--- src/hw/rtl/vctp_divider.sv ---
module vctp_divider #(
  parameter int NW = 31,
  parameter int DW = 21
) (
  input  logic          clk,
  input  logic          en,
  input  logic [NW-1:0] num,
  input  logic [DW-1:0] den,
  output logic [NW-1:0] quo
);

  // restoring division, one quotient bit per stage, MSB first
  logic [NW-1:0] n_r [NW];
  logic [DW-1:0] r_r [NW];
  logic [DW-1:0] d_r [NW];
  logic [NW-1:0] q_r [NW];

  for (genvar k = 0; k < NW; k++) begin : g_stage
    logic [NW-1:0] n_in, q_in;
    logic [DW-1:0] r_in, d_in;
    logic [DW:0]   trial, diff;

    if (k == 0) begin : g_first
      assign n_in = num;
      assign r_in = '0;
      assign d_in = den;
      assign q_in = '0;
    end else begin : g_next
      assign n_in = n_r[k-1];
      assign r_in = r_r[k-1];
      assign d_in = d_r[k-1];
      assign q_in = q_r[k-1];
    end

    assign trial = {r_in, n_in[NW-1]};
    assign diff  = trial - {1'b0, d_in};

    always_ff @(posedge clk) begin
      if (en) begin
        n_r[k] <= {n_in[NW-2:0], 1'b0};
        r_r[k] <= diff[DW] ? trial[DW-1:0] : diff[DW-1:0];
        d_r[k] <= d_in;
        q_r[k] <= {q_in[NW-2:0], ~diff[DW]};
      end
    end
  end

  assign quo = q_r[NW-1];

endmodule

--- config.mk ---
export PLATFORM = sky130hd
export DESIGN_NAME = vctp_divider
export DESIGN_NICKNAME = d
export VERILOG_FILES = /design/src/hw/rtl/vctp_divider.sv
export SDC_FILE = /design/constraint.sdc
export NUM_CORES = 2
export LEC_CHECK = 0
export ABC_CLOCK_PERIOD_IN_PS = 8300
export BUFFER_PORTS_ARGS = -buffer_cell sky130_fd_sc_hd__buf_2
export CAP_MARGIN = 40
export CORE_ASPECT_RATIO = 1.2
export CORE_MARGIN = 2
export CORE_UTILIZATION = 50
export CTS_BUF_LIST = sky130_fd_sc_hd__clkbuf_8
export CTS_CLUSTER_DIAMETER = 80
export CTS_CLUSTER_SIZE = 16
export DETAILED_ROUTE_END_ITERATION = 10
export PLACE_DENSITY = 0.68
export RECOVER_POWER = 50
export SLEW_MARGIN = 40
export SYNTH_ARGS = -nofsm -noshare
export SYNTH_HDL_FRONTEND = slang
export SYNTH_SLANG_ARGS = --single-unit
--- constraint.sdc ---
create_clock -name clk -period 8.3 [get_ports clk]
set_input_delay 0 -clock clk [delete_from_list [all_inputs] [get_ports clk]]
set_output_delay 0 -clock clk [all_outputs]
set_load 0.05 [all_outputs]
==> flow_summary.json <==
{
  "synth_edf_count": 2221,
  "post_synth_top_flop": "sky130_fd_sc_hd__edfxtp_1",
  "vias_per_cell": 5.53,
  "first_pass_iters": 6,
  "path_max_fanout": 62,
  "clock_power_share_pct": 12.5,
  "crit_end_category": "register",
  "row_count": 185,
  "p_per_cell_area_nw_per_um2": 368,
  "synth.mux.area_fraction_pct": 6.53,
  "synth_area_per_cell_um2": 13.8,
  "final.min_clock_period_ns": 5.87,
  "max_cap_violations": 2,
  "net-switching-power_mw": 14.7,
  "cell_area_after_synthesis_um2": 106000,
  "cts-root-to-sink-buffers": 3,
  "grt_start_max_net_pins": 170,
  "io-pin-count": 85,
  "die_w_um": 424,
  "swShare_pct": 35.1,
  "worstMarginPinSlew_ns": 4.21,
  "crit_required_ns": 8.79,
  "seq_power_share_pct": 40.9,
  "unrepaired_setup_endpoints_after_global_routing": "no",
  "final_max_slew_viol_count": 122,
  "hold_path_startpoint": "den[20]",
  "numPortBuffers": 84,
  "final_net_count": 8667,
  "hpwl_mm": 137,
  "hold_end": "r_r[0][4]",
  "slew-limit-headroom_pct": -180,
  "via_count_of_the_first_global_routing_pass": 62000,
  "synth_top_family_by_area": "compound AO/OA/AOI/OAI gates",
  "initial_core_util_pct": 50.2,
  "worst_skew_pair.late_latency_ns": 0.96,
  "drt-wirelength-per-cell_um": 17.7,
  "holdCritPathClass": "in2reg",
  "final_util_pct": 54.0,
  "number_of_cts_inserted_buffers": 160,
  "synth_sequential_area_ratio_pct": 63.0,
  "r2r_slack_ns": 3.97,
  "cts.reportedPaths.clkPinSlew_ns": 0.11,
  "layout_commonest_cell": "sky130_fd_sc_hd__edfxtp_1",
  "synth_fa_ha_area_share_pct": 8.00,
  "mostFrequentLayoutCells": "sky130_fd_sc_hd__edfxtp_1, sky130_fd_sc_hd__inv_1, sky130_fd_sc_hd__ha_1, sky130_fd_sc_hd__mux2_2, sky130_fd_sc_hd__a21oi_1",
  "xor_xnor_share_of_the_synthesized_area_pct": 3.68,
  "floorplan.die_area_um2": 216000,
  "drc": 0,
  "total_leakage_power_nw": 44.0,
  "tritoncts": "built",
  "worst_hold_slack_ns": 0.238,
  "r2r.worst_path.cells": 12,
  "fmax_mhz": 170,
  "setup_total_negative_slack_ns": 0,
  "grt_first_pass_wirelength_mm": 308,
  "ys_async_sr_fraction_pct": 0,
  "vdd_drop_max_mv": 0.196,
  "chipHeight_um": 508,
  "finalHoldViolations": 0,
  "grt_util_all_layers_pct": 17.6,
  "setup.worst_path.start": "en",
  "cts_post_setup_buffers_inserted": 0,
  "synthesis.yosys.warnings": 0,
  "critical_path_startpoint_category": "primary input",
  "status": "complete, but fails checks",
  "place_congestion": 0.889,
  "yosysUniqueCellTypes": 75,
  "fin_crit_sh_pct": 70.8,
  "reg2reg_from": "d_r[0][295]",
  "antenna_violations_before_repair": 2,
  "setup_violations": 0,
  "ys_ff_latch": 2221,
  "cp.arrival_ns": 6.37,
  "h_tree_lvl_count": 4,
  "design.core.area_um2": 211000,
  "synth-simple-area-share_pct": 6.33,
  "violations": "max-capacitance violations, max-slew violations",
  "cts.sink_count": 2221,
  "combinationalPowerShare_pct": 46.6,
  "finalClockSkew_ns": 0.0423,
  "worstHoldPathCells": 4,
  "cell_internal_pwr_mw": 27.2,
  "total_via_count_in_the_routed_design": 59700,
  "clk_root_buffer_cell": "sky130_fd_sc_hd__clkbuf_8",
  "reg_to_reg_end": "r_r[0][318]",
  "drive_above_1_share_pct": 11.2,
  "worst-setup-path-type": "in2reg",
  "post_synthesis_compound_gate_area_fraction_pct": 9.15,
  "overflow": 0,
  "area.growth.synth_to_final_pct": 7.58,
  "initialDrtViolationCount": 3386,
  "synthCells": 7656,
  "wl_mm": 191,
  "antenna_violating_nets_post_route": 0
}
-- power groups by stage --
| stage | clock network (mW) | registers [mW] | logic, mW |
|---|---|---|---|
| after global placement | 0 | 17.3 | 18.5 |
| after CTS | 5.52 | 17.1 | 19.5 |
| final | 5.24 | 17.1 | 19.5 |
| after detailed placement | 0 | 17.4 | 19.3 |
| after global routing | 5.88 | 17.4 | 21.4 |
| after floorplan | 0 | 16.8 | 15.0 |
-- cell usage after synthesis, types with 20 or more instances --
| library cell | n | area (um^2) |
|---|---|---|
| sky130_fd_sc_hd__or3_1 | 43 | 269 |
| sky130_fd_sc_hd__a21boi_0 | 37 | 278 |
| sky130_fd_sc_hd__clkbuf_1 | 83 | 312 |
| sky130_fd_sc_hd__a21oi_1 | 400 | 2000 |
| sky130_fd_sc_hd__o21a_1 | 100 | 751 |
| sky130_fd_sc_hd__mux2_4 | 20 | 300 |
| sky130_fd_sc_hd__a31oi_1 | 28 | 175 |
| sky130_fd_sc_hd__nand2_1 | 246 | 923 |
| sky130_fd_sc_hd__o2111ai_1 | 24 | 210 |
| sky130_fd_sc_hd__o31a_1 | 46 | 403 |
| sky130_fd_sc_hd__inv_1 | 790 | 2970 |
| sky130_fd_sc_hd__a21o_1 | 165 | 1240 |
| sky130_fd_sc_hd__nor2b_1 | 131 | 820 |
| sky130_fd_sc_hd__o21ai_0 | 276 | 1380 |
| sky130_fd_sc_hd__nor3_1 | 110 | 551 |
| sky130_fd_sc_hd__and3_1 | 46 | 288 |
| sky130_fd_sc_hd__mux2i_1 | 83 | 831 |
| sky130_fd_sc_hd__ha_1 | 631 | 7900 |
| sky130_fd_sc_hd__fa_1 | 29 | 581 |
| sky130_fd_sc_hd__nand4_1 | 28 | 175 |
| sky130_fd_sc_hd__o21bai_1 | 21 | 158 |
| sky130_fd_sc_hd__edfxtp_1 | 2221 | 66700 |
| sky130_fd_sc_hd__o31ai_1 | 42 | 315 |
| sky130_fd_sc_hd__o211ai_1 | 41 | 308 |
| sky130_fd_sc_hd__mux2_2 | 469 | 5280 |
| sky130_fd_sc_hd__a2111oi_0 | 26 | 228 |
| sky130_fd_sc_hd__xor2_1 | 131 | 1150 |
| sky130_fd_sc_hd__nor4_1 | 20 | 125 |
| sky130_fd_sc_hd__nand2b_1 | 93 | 582 |
| sky130_fd_sc_hd__a211oi_1 | 54 | 405 |
| sky130_fd_sc_hd__or2_2 | 35 | 219 |
| sky130_fd_sc_hd__buf_2 | 28 | 140 |
| sky130_fd_sc_hd__xnor2_1 | 306 | 2680 |
| sky130_fd_sc_hd__nand3_1 | 142 | 711 |
| sky130_fd_sc_hd__mux2_1 | 45 | 507 |
| sky130_fd_sc_hd__nor2_1 | 360 | 1350 |
-- per-layer routing --
layer	part of all wire (%)	wire [um]	global-route usage [%]
met5	0	0	0
met2	58	110000	35.6
met3	2.7	5090	2.42
met1	36	68100	17.3
met4	4.2	8000	7.85
-- state kept, by name, summed over array words and instances (netlist names) --
signal / cells
n_r: 465
r_r: 630
d_r: 630
q_r: 496
-- cells by family after synthesis --
family,Yosys count
compound gates,1461
xor+xnor,441
fa+ha+maj,660
buf+inv,912
flops,2221
mux,617
other cells,1
simple gates,1343
-- final cells by class --
class,count,area [um^2]
multi-input cells,4531,36100
well taps,2805,3510
fillers,17200,97200
flip-flops and latches,2221,66700
diodes,2,5.00
repair buffers,249,2190
clock buffers,160,2200
inverters,790,2970
clock inverters,36,292
-- through the flow --
stage                     instance area (um^2)  std cells  worst slack [ns]  power, mW
final                                   114000      10800              2.43       41.9
after global routing                    114000      10800              1.91       44.7
after CTS                               114000      10800              3.99       42.2
after detailed placement                110000      10500              4.00       36.7
after global placement                  110000      10500              3.75       35.9
after floorplan                         106000       7664              4.88       31.9
-- worst max-delay path, cell delays in order --
cell,delay (ns)
sky130_fd_sc_hd__dlygate4sd3_1,0.52
sky130_fd_sc_hd__dlygate4sd3_1,0.54
sky130_fd_sc_hd__clkbuf_1,2.87
sky130_fd_sc_hd__clkbuf_1,2.35
-- how the worst max path moves through the flow --
| stage | cells past startpoint | slack, ns | endpoint |
|---|---|---|---|
| 2_1_floorplan | 12 | 4.88 | r_r[0][276] |
| 3_3_place_gp | 11 | 3.75 | r_r[0][111] |
| 3_5_place_dp | 12 | 4.00 | r_r[0][318] |
| 5_1_grt | 4 | 1.91 | r_r[0][208] |
| 6_report | 4 | 2.43 | r_r[0][208] |
| 4_1_cts | 12 | 3.99 | r_r[0][328] |
-- what timing repair did --
action | CTS | global route
resized for setup | 0 | 0
hold buffers | 107 | 0
endpoints found under the hold margin | 836 | 0
(Power assumes the default switching activity.)
